### src/rtl/itp_pkg.sv
// Shared types and constants for the indented token tree parser.
// No dependencies; every other file refers to it by scoped names.
package itp_pkg;

	// Scan phase of the current line
	typedef enum logic [4:0] {
		PH_INDENT  = 5'b00001,
		PH_BARE    = 5'b00010,
		PH_QUOTED  = 5'b00100,
		PH_GAP     = 5'b01000,
		PH_COMMENT = 5'b10000
	} phase_t;

	// Per-beat sequencer
	typedef enum logic [3:0] {
		SEQ_IDLE    = 4'b0001,
		SEQ_POP_RD  = 4'b0010,
		SEQ_POP_CMP = 4'b0100,
		SEQ_FIN     = 4'b1000
	} seq_t;

	typedef enum logic [1:0] {
		KIND_NONE   = 2'd0,
		KIND_TABS   = 2'd1,
		KIND_SPACES = 2'd2
	} kind_t;

	// Control from the sequencer to the indentation stack
	typedef struct packed {
		logic rd;
		logic pop;
		logic push;
		logic clr;
	} stk_ctrl_t;

	localparam logic [7:0] CH_NL     = 8'h0A;
	localparam logic [7:0] CH_TAB    = 8'h09;
	localparam logic [7:0] CH_SPACE  = 8'h20;
	localparam logic [7:0] CH_HASH   = 8'h23;
	localparam logic [7:0] CH_DQUOTE = 8'h22;
	localparam logic [7:0] CH_BTICK  = 8'h60;
	localparam logic [7:0] BOM_0     = 8'hEF;
	localparam logic [7:0] BOM_1     = 8'hBB;
	localparam logic [7:0] BOM_2     = 8'hBF;
	localparam logic [1:0] BOM_DONE  = 2'd3;
	localparam logic [19:0] LINE_MAX = 20'hFFFFF;
	localparam logic [4:0] DEPTH_CAP = 5'd31;

endpackage

### src/rtl/itp_stack.sv
// Indentation stack: entry memory, size counter and the shared compare
// unit used to pop ancestors one entry at a time. Uses itp_pkg.
module itp_stack #(
	parameter int MAX_DEPTH   = 16,
	parameter int INDENT_BITS = 8,
	localparam int SW = $clog2(MAX_DEPTH + 1),
	localparam int AW = $clog2(MAX_DEPTH)
) (
	input  logic                   clk,
	input  logic                   arst_n,
	input  itp_pkg::stk_ctrl_t     ctrl,
	input  logic [INDENT_BITS-1:0] indent,
	output logic [SW-1:0]          size,
	output logic                   ge
);

	logic [INDENT_BITS-1:0] mem [MAX_DEPTH];
	logic [INDENT_BITS-1:0] rd_q;
	logic [SW-1:0]          size_q;

	always_ff @(posedge clk) begin
		if (ctrl.push)
			mem[AW'(size_q)] <= indent;
		if (ctrl.rd)
			rd_q <= mem[AW'(size_q - 1'b1)];
	end

	always_ff @(posedge clk or negedge arst_n) begin
		if (!arst_n) begin
			size_q <= '0;
		end else if (ctrl.clr) begin
			size_q <= '0;
		end else if (ctrl.pop) begin
			size_q <= size_q - 1'b1;
		end else if (ctrl.push) begin
			size_q <= size_q + 1'b1;
		end
	end

	assign size = size_q;
	assign ge   = (rd_q >= indent);

endmodule

### src/rtl/indented_token_tree_parser.sv
// Top level of the indented token tree parser: byte scanner and sequencer.
// Depends on itp_pkg and itp_stack.
//
// Usage: feed the file one byte per beat on text_byte/end_of_file with
// text_valid/text_ready. Each input beat gives exactly one result beat on
// result_valid/result_ready carrying token, node and warning flags.
// Raise end_of_file on the final byte; a newline is implied after it and
// all scanner state returns to its reset value, so another file may follow.
// Sequence: a byte that does not open a node is captured, then finished.
// A byte that opens a node walks the indentation stack through a single
// compare unit, reading each stack entry and then comparing it, and pops
// at most MAX_DEPTH entries; the walk stops when it empties the stack or
// when a shallower entry is found.
// The stack memory has one registered read port.
// Results sit in an output register; when the receiver stalls the block
// still takes the next byte and holds its finished result until the
// register frees. Reset (arst_n low) clears the scanner to file start and
// empties the stack; stack contents need no clearing.
module indented_token_tree_parser #(
	parameter int MAX_DEPTH   = 16,
	parameter int INDENT_BITS = 8
) (
	input  logic        clk,
	input  logic        arst_n,
	input  logic        text_valid,
	output logic        text_ready,
	input  logic [7:0]  text_byte,
	input  logic        end_of_file,
	output logic        result_valid,
	input  logic        result_ready,
	output logic [7:0]  out_byte,
	output logic        token_byte,
	output logic        token_begin,
	output logic        token_end,
	output logic        node_begin,
	output logic [4:0]  node_depth,
	output logic [19:0] line_count,
	output logic        mixed_indent,
	output logic        open_quote,
	output logic        depth_overflow,
	output logic        last_result
);

	localparam int SW = $clog2(MAX_DEPTH + 1);
	localparam logic [INDENT_BITS-1:0] INDENT_MAX = '1;

	itp_pkg::seq_t   seq_q;
	itp_pkg::phase_t ph_q, n_ph;
	itp_pkg::kind_t  kind_q, n_kind;
	logic [1:0]             bom_q, n_bom;
	logic [INDENT_BITS-1:0] icnt_q, n_icnt;
	logic                   mix_q, n_mix;
	logic [7:0]             qch_q, n_qch;
	logic [19:0]            ln_q, n_ln;
	logic [7:0]             byte_q;
	logic                   eof_q;

	itp_pkg::stk_ctrl_t ctrl;
	logic [SW-1:0]      size;
	logic               ge;

	logic skip_in, need_node, skip, fin_go, push_c;
	logic r_tbyte, r_tbeg, r_tend, r_node, r_mix, r_unc, r_ovf;
	logic [4:0] r_depth;
	logic [19:0] lc;

	itp_stack #(
		.MAX_DEPTH  (MAX_DEPTH),
		.INDENT_BITS(INDENT_BITS)
	) u_stack (
		.clk   (clk),
		.arst_n(arst_n),
		.ctrl  (ctrl),
		.indent(icnt_q),
		.size  (size),
		.ge    (ge)
	);

	assign text_ready = (seq_q == itp_pkg::SEQ_IDLE);
	assign fin_go = (seq_q == itp_pkg::SEQ_FIN) && (!result_valid || result_ready);

	// Node test on the incoming byte; scanner state is settled in idle
	assign skip_in = (bom_q == 2'd0 && text_byte == itp_pkg::BOM_0) ||
		(bom_q == 2'd1 && text_byte == itp_pkg::BOM_1) ||
		(bom_q == 2'd2 && text_byte == itp_pkg::BOM_2);
	assign need_node = !skip_in && (ph_q == itp_pkg::PH_INDENT) &&
		(text_byte > itp_pkg::CH_SPACE) && (text_byte != itp_pkg::CH_HASH);

	assign skip = (bom_q == 2'd0 && byte_q == itp_pkg::BOM_0) ||
		(bom_q == 2'd1 && byte_q == itp_pkg::BOM_1) ||
		(bom_q == 2'd2 && byte_q == itp_pkg::BOM_2);

	assign lc = (ln_q == itp_pkg::LINE_MAX) ? itp_pkg::LINE_MAX : ln_q + 20'd1;

	always_comb begin
		ctrl.rd   = (seq_q == itp_pkg::SEQ_POP_RD) && (size != '0);
		ctrl.pop  = (seq_q == itp_pkg::SEQ_POP_CMP) && ge;
		ctrl.push = fin_go && push_c && !eof_q;
		ctrl.clr  = fin_go && eof_q;
	end

	// Scan the held byte, then the implied newline on the last byte
	always_comb begin
		n_ph    = ph_q;
		n_kind  = kind_q;
		n_icnt  = icnt_q;
		n_mix   = mix_q;
		n_qch   = qch_q;
		n_ln    = ln_q;
		n_bom   = skip ? bom_q + 2'd1 : itp_pkg::BOM_DONE;
		r_tbyte = 1'b0;
		r_tbeg  = 1'b0;
		r_tend  = 1'b0;
		r_node  = 1'b0;
		r_mix   = 1'b0;
		r_unc   = 1'b0;
		r_ovf   = 1'b0;
		r_depth = '0;
		push_c  = 1'b0;
		if (!skip) begin
			unique case (ph_q)
				itp_pkg::PH_INDENT: begin
					if (byte_q == itp_pkg::CH_NL) begin
						n_ph = itp_pkg::PH_INDENT;
					end else if (byte_q <= itp_pkg::CH_SPACE) begin
						if (kind_q == itp_pkg::KIND_NONE) begin
							if (byte_q == itp_pkg::CH_TAB)
								n_kind = itp_pkg::KIND_TABS;
							else if (byte_q == itp_pkg::CH_SPACE)
								n_kind = itp_pkg::KIND_SPACES;
						end else if ((kind_q == itp_pkg::KIND_TABS &&
								byte_q != itp_pkg::CH_TAB) ||
								(kind_q == itp_pkg::KIND_SPACES &&
								byte_q != itp_pkg::CH_SPACE)) begin
							n_mix = 1'b1;
						end
						if (icnt_q != INDENT_MAX)
							n_icnt = icnt_q + 1'b1;
					end else if (byte_q == itp_pkg::CH_HASH) begin
						n_ph = itp_pkg::PH_COMMENT;
					end else begin
						r_node  = 1'b1;
						r_depth = (32'(size) > 32'd31) ? itp_pkg::DEPTH_CAP : 5'(size);
						if (size == SW'(MAX_DEPTH))
							r_ovf = 1'b1;
						else
							push_c = 1'b1;
						r_tbeg = 1'b1;
						if (byte_q == itp_pkg::CH_DQUOTE || byte_q == itp_pkg::CH_BTICK) begin
							n_qch = byte_q;
							n_ph  = itp_pkg::PH_QUOTED;
						end else begin
							r_tbyte = 1'b1;
							n_ph    = itp_pkg::PH_BARE;
						end
					end
				end
				itp_pkg::PH_BARE: begin
					if (byte_q == itp_pkg::CH_NL) begin
						r_tend = 1'b1;
						r_mix  = mix_q;
					end else if (byte_q <= itp_pkg::CH_SPACE) begin
						r_tend = 1'b1;
						n_ph   = itp_pkg::PH_GAP;
					end else begin
						r_tbyte = 1'b1;
					end
				end
				itp_pkg::PH_QUOTED: begin
					if (byte_q == itp_pkg::CH_NL) begin
						r_tend = 1'b1;
						r_unc  = 1'b1;
						r_mix  = mix_q;
					end else if (byte_q == qch_q) begin
						r_tend = 1'b1;
						n_qch  = '0;
						n_ph   = itp_pkg::PH_GAP;
					end else begin
						r_tbyte = 1'b1;
					end
				end
				itp_pkg::PH_GAP: begin
					if (byte_q == itp_pkg::CH_NL) begin
						r_mix = mix_q;
					end else if (byte_q == itp_pkg::CH_HASH) begin
						n_ph = itp_pkg::PH_COMMENT;
					end else if (byte_q > itp_pkg::CH_SPACE) begin
						r_tbeg = 1'b1;
						if (byte_q == itp_pkg::CH_DQUOTE || byte_q == itp_pkg::CH_BTICK) begin
							n_qch = byte_q;
							n_ph  = itp_pkg::PH_QUOTED;
						end else begin
							r_tbyte = 1'b1;
							n_ph    = itp_pkg::PH_BARE;
						end
					end
				end
				itp_pkg::PH_COMMENT: begin
					if (byte_q == itp_pkg::CH_NL)
						r_mix = mix_q;
				end
				default: ;
			endcase
			// Close the line on a newline in any phase
			if (byte_q == itp_pkg::CH_NL) begin
				n_ph   = itp_pkg::PH_INDENT;
				n_icnt = '0;
				n_mix  = 1'b0;
				n_qch  = '0;
				if (ln_q != itp_pkg::LINE_MAX)
					n_ln = ln_q + 20'd1;
			end
		end
		if (eof_q && (skip || byte_q != itp_pkg::CH_NL)) begin
			if (n_ph == itp_pkg::PH_BARE) begin
				r_tend = 1'b1;
				r_mix  = r_mix | n_mix;
			end else if (n_ph == itp_pkg::PH_QUOTED) begin
				r_tend = 1'b1;
				r_unc  = 1'b1;
				r_mix  = r_mix | n_mix;
			end else if (n_ph == itp_pkg::PH_GAP || n_ph == itp_pkg::PH_COMMENT) begin
				r_mix = r_mix | n_mix;
			end
		end
		// Drop all state at the end of the file
		if (eof_q) begin
			n_ph   = itp_pkg::PH_INDENT;
			n_kind = itp_pkg::KIND_NONE;
			n_icnt = '0;
			n_mix  = 1'b0;
			n_qch  = '0;
			n_ln   = '0;
			n_bom  = 2'd0;
		end
	end

	always_ff @(posedge clk) begin
		if (text_valid && text_ready) begin
			byte_q <= text_byte;
			eof_q  <= end_of_file;
		end
		if (fin_go) begin
			out_byte       <= r_tbyte ? byte_q : 8'd0;
			token_byte     <= r_tbyte;
			token_begin    <= r_tbeg;
			token_end      <= r_tend;
			node_begin     <= r_node;
			node_depth     <= r_depth;
			line_count     <= lc;
			mixed_indent   <= r_mix;
			open_quote     <= r_unc;
			depth_overflow <= r_ovf;
			last_result    <= eof_q;
		end
	end

	always_ff @(posedge clk or negedge arst_n) begin
		if (!arst_n) begin
			seq_q        <= itp_pkg::SEQ_IDLE;
			ph_q         <= itp_pkg::PH_INDENT;
			kind_q       <= itp_pkg::KIND_NONE;
			bom_q        <= 2'd0;
			icnt_q       <= '0;
			mix_q        <= 1'b0;
			qch_q        <= '0;
			ln_q         <= '0;
			result_valid <= 1'b0;
		end else begin
			if (result_valid && result_ready)
				result_valid <= 1'b0;
			unique case (seq_q)
				itp_pkg::SEQ_IDLE: begin
					if (text_valid)
						seq_q <= need_node ? itp_pkg::SEQ_POP_RD : itp_pkg::SEQ_FIN;
				end
				itp_pkg::SEQ_POP_RD: begin
					seq_q <= (size != '0) ? itp_pkg::SEQ_POP_CMP : itp_pkg::SEQ_FIN;
				end
				itp_pkg::SEQ_POP_CMP: begin
					seq_q <= ge ? itp_pkg::SEQ_POP_RD : itp_pkg::SEQ_FIN;
				end
				itp_pkg::SEQ_FIN: begin
					if (fin_go) begin
						seq_q        <= itp_pkg::SEQ_IDLE;
						result_valid <= 1'b1;
						ph_q         <= n_ph;
						kind_q       <= n_kind;
						bom_q        <= n_bom;
						icnt_q       <= n_icnt;
						mix_q        <= n_mix;
						qch_q        <= n_qch;
						ln_q         <= n_ln;
					end
				end
				default: seq_q <= itp_pkg::SEQ_IDLE;
			endcase
		end
	end

endmodule
### config.mk
export PLATFORM = sky130hd
export DESIGN_NAME = indented_token_tree_parser
export DESIGN_NICKNAME = d
export VERILOG_FILES = /design/src/rtl/itp_pkg.sv /design/src/rtl/itp_stack.sv /design/src/rtl/indented_token_tree_parser.sv
export SDC_FILE = /design/constraint.sdc
export NUM_CORES = 1
export LEC_CHECK = 0
export ABC_AREA = 1
export BUFFER_PORTS_ARGS = -buffer_cell sky130_fd_sc_hd__clkbuf_2
export CAP_MARGIN = 10
export CORE_ASPECT_RATIO = 0.5
export CORE_MARGIN = 10
export CORE_UTILIZATION = 45
export CTS_CLUSTER_SIZE = 24
export DETAILED_ROUTE_END_ITERATION = 16
export GPL_ROUTABILITY_DRIVEN = 0
export REMOVE_ABC_BUFFERS = 1
export SYNTH_ARGS = -nofsm -noshare
export SYNTH_HDL_FRONTEND = slang
export SYNTH_HIERARCHICAL = 1
export SYNTH_SLANG_ARGS = --single-unit
### constraint.sdc
create_clock -name clk -period 5.17 [get_ports clk]
set_input_delay 0 -clock clk [delete_from_list [all_inputs] [get_ports clk]]
set_output_delay 0 -clock clk [all_outputs]
set_load 0.05 [all_outputs]
==> summary.md <==
| Metric | Value |
|---|---|
| Status | `completed` |
| Critical-path cell list | `nand2_1 > nor2_1 > nand3_1 > nand3_2 > inv_2 > nand3_1 > a211oi_1 > nand2_1 > nor2_1` |
| Vias per cell | `5.131` |
| Power per cell area | `approximately 520 mW/mm^2` |
| CP max stage delay | `slightly above 0.6 ns` |
| Cell family with most CP delay | `simple AND/OR/NAND/NOR gates` |
| Total Routed Length | `~28000 um` |
| Slew Limit Fails | `0` |
| Layout cells sized above 1 | `between 10% and 20%` |
| Synth warn | `6` |
| Initial Util | `45.65%` |
| Main flop type after synthesis | `edfxtp_1` |
| Sequential share of the synthesized area | `between 60 and 70%` |
| Root Buffer | `clkbuf_16` |
| Hold Worst Slack | `approximately 0.17 ns` |
| Drt first pass iters | `5` |
| Cell variety after synth | `43` |
| Area delta synth->final | `13.36%` |
| Layout Skew | `0.009769 ns` |
| Row cnt | `41` |
| Worst Path Buf+Inv | `1` |
| Final Critical Period | `~3.3 ns` |
| Reg-to-reg setup timing slack | `approximately 1.8 ns` |
| Core Area | `around 0.025 sq mm` |
| Finished Layout Cells | `about 1600` |
| WL/cell | `approximately 17 um` |
| CP max FO | `8` |
| Die Y | `about 130 um` |
| RSZ-0062 raised after global routing | `no` |
| Critical Path Source Type | `register` |
| Crit path DAT | `~3.5 ns` |
| Post-DP HPWL | `~19000 um` |
| I/O Buffers | `55` |
| Async S/R FF share, synth | `between 20% and 30%` |
| Worst reg2reg endpoint | `u_stack/mem[4][3]$_DFFE_PP_` |
| Fin nets | `1313` |
| Max frequency | `300.6 MHz` |
| Hold Path Class | `in2async` |
| Post-route cell area | `roughly 0.013 sq mm` |
| Syn avg cell area | `9.494 sq um` |
| Largest net degree at the start of global routing | `69` |
| Post-synthesis cell area | `about 0.011 sq mm` |
| CTS HTree Levels | `1` |
| Setup-failing EPs final | `0` |
| Slew of the pin with the lowest slew margin | `1.105 ns` |
| RR Startpoint | `byte_q[1]$_DFFE_PP_` |
| Vias in the first global route | `between 7000 and 8000` |
| Slowest CP cell | `a211oi_1` |
| Die ar. | `~0.033 sq mm` |
| Yosys reg bits | `242` |
| R2R cell count | `9` |
| N_diodes | `0` |
| DR DRC count | `0` |
| ANT nets after route | `0` |
| Die X | `between 200 and 250 um` |
| Routed vias | `about 8400` |
| Top-level I/O count | `56` |
| Setup TNS | `0 ns` |
| Clk_lat worst skew | `0.51 ns` |
| Maximum vdd drop | `approximately 250 uV` |
| Number of placed cells counting well taps | `between 1500 and 2000` |
| Fillers | `roughly 2300` |
| CP Class | `reg2reg` |
| CTS sink count | `about 240` |
| GR Overflow Total | `0` |
| Cells after synthesis | `about 1200` |
| Total of max-cap violations | `0` |
| Initial DRC Count | `850` |
| Fin util | `roughly half` |
| Final hold violation count | `0` |
| First-pass GRT wire length | `44220 um` |
| Post-CTS Resized | `0` |
| Clock buffer depth | `3` |
| Final period util | `64.36%` |
| Data required time of the worst path | `between 5 and 6 ns` |
| Global Route Usage Sum | `between 10% and 20%` |
| Antenna violations before repair | `0` |
| P_leak | `around 0.0058 uW` |
| Clock-pin slew reported for the worst setup and hold paths after clock tree synthesis | `0.07 ns` |
| CTS tree | `yes` |
| Crit end category | `register` |
| Number of CTS-inserted buffers | `23` |
| Slew headroom | `approximately a quarter` |
| Post-synth EDFFs | `around 190` |
| Area after DPL | `between 0.01 and 0.015 sq mm` |
## per-layer routing
| metal | vias up | part of all wire [%] | GRT usage, % |
|---|---|---|---|
| met4 | 0 | 1.6 | 3.580 |
| li1 | 4085 | - | - |
| met1 | 4051 | 47 | 24.06 |
| met5 | - | 0 | 0 |
| met3 | 35 | 5.9 | 2.310 |
| met2 | 265 | 45 | 26.69 |
## cell usage after synthesis (2+ instances only)
cell type,n,area [sq um]
a211oi_1,2,15.01
a21oi_1,7,35.03
buf_2,11,55.05
buf_6,4,45.04
clkbuf_1,16,60.06
dfrtp_1,54,1351
dfstp_2,2,52.55
edfxtp_1,186,5585
ha_1,17,212.7
inv_1,193,724.4
inv_2,6,22.52
nand2_1,339,1272
nand2_2,2,12.51
nand2_4,2,22.52
nand3_1,138,690.7
nand3_2,8,80.08
nand4_1,15,93.84
nor2_1,94,352.8
nor2_2,4,25.02
nor2_4,2,22.52
nor3_1,10,50.05
nor3b_1,2,15.01
nor4_1,3,18.77
o21ai_0,21,105.1
o21ai_1,6,30.03
o21ai_2,9,78.83
o22ai_1,19,118.9
o31ai_1,3,22.52
xnor2_1,9,78.83
xor2_1,14,122.6
## stage by stage
step	total power (uW)	setup WS [ns]
final	6788	1.843
after global placement	5024	1.943
after floorplan	4283	0.1896
after CTS	6801	1.823
after global routing	7204	1.472
after detailed placement	5043	1.845
## cell type report
cell class | instances | area, sq um | area share (%)
clock buffer | 26 | 586.8 | 4.502
clock inverter | 16 | 188.9 | 1.450
inverter | 199 | 747.0 | 5.731
multi-input combinational | 737 | 3597 | 27.60
sequential | 242 | 6990 | 53.63
tap | 344 | 430.4 | 3.302
timing repair buffer | 80 | 493.0 | 3.782
## power by group
group / total [uW] / internal (uW) / switching [uW] / leakage [uW]
Combinational: 2380 / 651 / 1730 / 0.00299
Sequential: 2650 / 2470 / 182 / 0.00246
Clock: 1750 / 1020 / 729 / 0.000369
Total: 6790 / 4140 / 2640 / 0.00582
## tightest hold or removal path, stage by stage
cell and delay [ns]:
dlygate4sd3_1 0.52, clkbuf_2 0.10, buf_4 0.57
## cell families (layout without fill, tap and decap cells)
kind of cell | Yosys count | count (layout) | share of synthesized area, %
flops | 242 | 242 | 60.79
fa+ha+maj | 17 | 17 | 1.850
buf+inv | 232 | 321 | 7.988
xor+xnor | 25 | 25 | 2.035
compound gates | 73 | 73 | 4.027
simple gates | 622 | 622 | 23.31
## worst max-delay path by stage
stage | startpoint | endpoint | slack [ns] | cells past startpoint
finish | byte_q[1]$_DFFE_PP_ | u_stack/mem[4][3]$_DFFE_PP_ | 1.84 | 9
global route | byte_q[1]$_DFFE_PP_ | u_stack/mem[8][7]$_DFFE_PP_ | 1.47 | 9
CTS | byte_q[1]$_DFFE_PP_ | u_stack/mem[4][3]$_DFFE_PP_ | 1.82 | 9
detailed placement | byte_q[1]$_DFFE_PP_ | u_stack/mem[4][7]$_DFFE_PP_ | 1.85 | 9
global placement | byte_q[1]$_DFFE_PP_ | u_stack/mem[13][7]$_DFFE_PP_ | 1.94 | 9
floorplan | result_valid$_DFF_PN0_ | u_stack/mem[0][0]$_DFFE_PP_ | 0.19 | 7
## flip-flops by register name (all words and copies together), names as in the netlist, 2 cells and up
signal	cells
line_count	20
seq_q	4
out_byte	8
icnt_q	8
bom_q	2
kind_q	2
ph_q	5
u_stack/rd_q	8
u_stack/size	5
byte_q	8
qch_q	8
ln_q	20
node_depth	5
u_stack/mem	128
## placed cells by master (no fill, tap or decap), types with 7 or more instances in the layout
| cell | n |
|---|---|
| xor2_1 | 14 |
| clkbuf_16 | 23 |
| a21oi_1 | 7 |
| ha_1 | 17 |
| o21ai_0 | 21 |
| clkbuf_2 | 55 |
| nand4_1 | 15 |
| buf_4 | 13 |
| dfrtp_1 | 53 |
| o22ai_1 | 19 |
| edfxtp_1 | 186 |
| inv_1 | 193 |
| nand3_2 | 8 |
| o21ai_2 | 9 |
| xnor2_1 | 9 |
| nor2_1 | 93 |
| nand2_1 | 339 |
| dlygate4sd3_1 | 12 |
| nand3_1 | 138 |
| nor3_1 | 10 |
## what timing repair did
action                                 in CTS  in global routing
setup buffers                               0                  0
endpoints found under the hold margin      67                  0
hold buffers                               12                  0
Power figures use the tool's default switching activity.
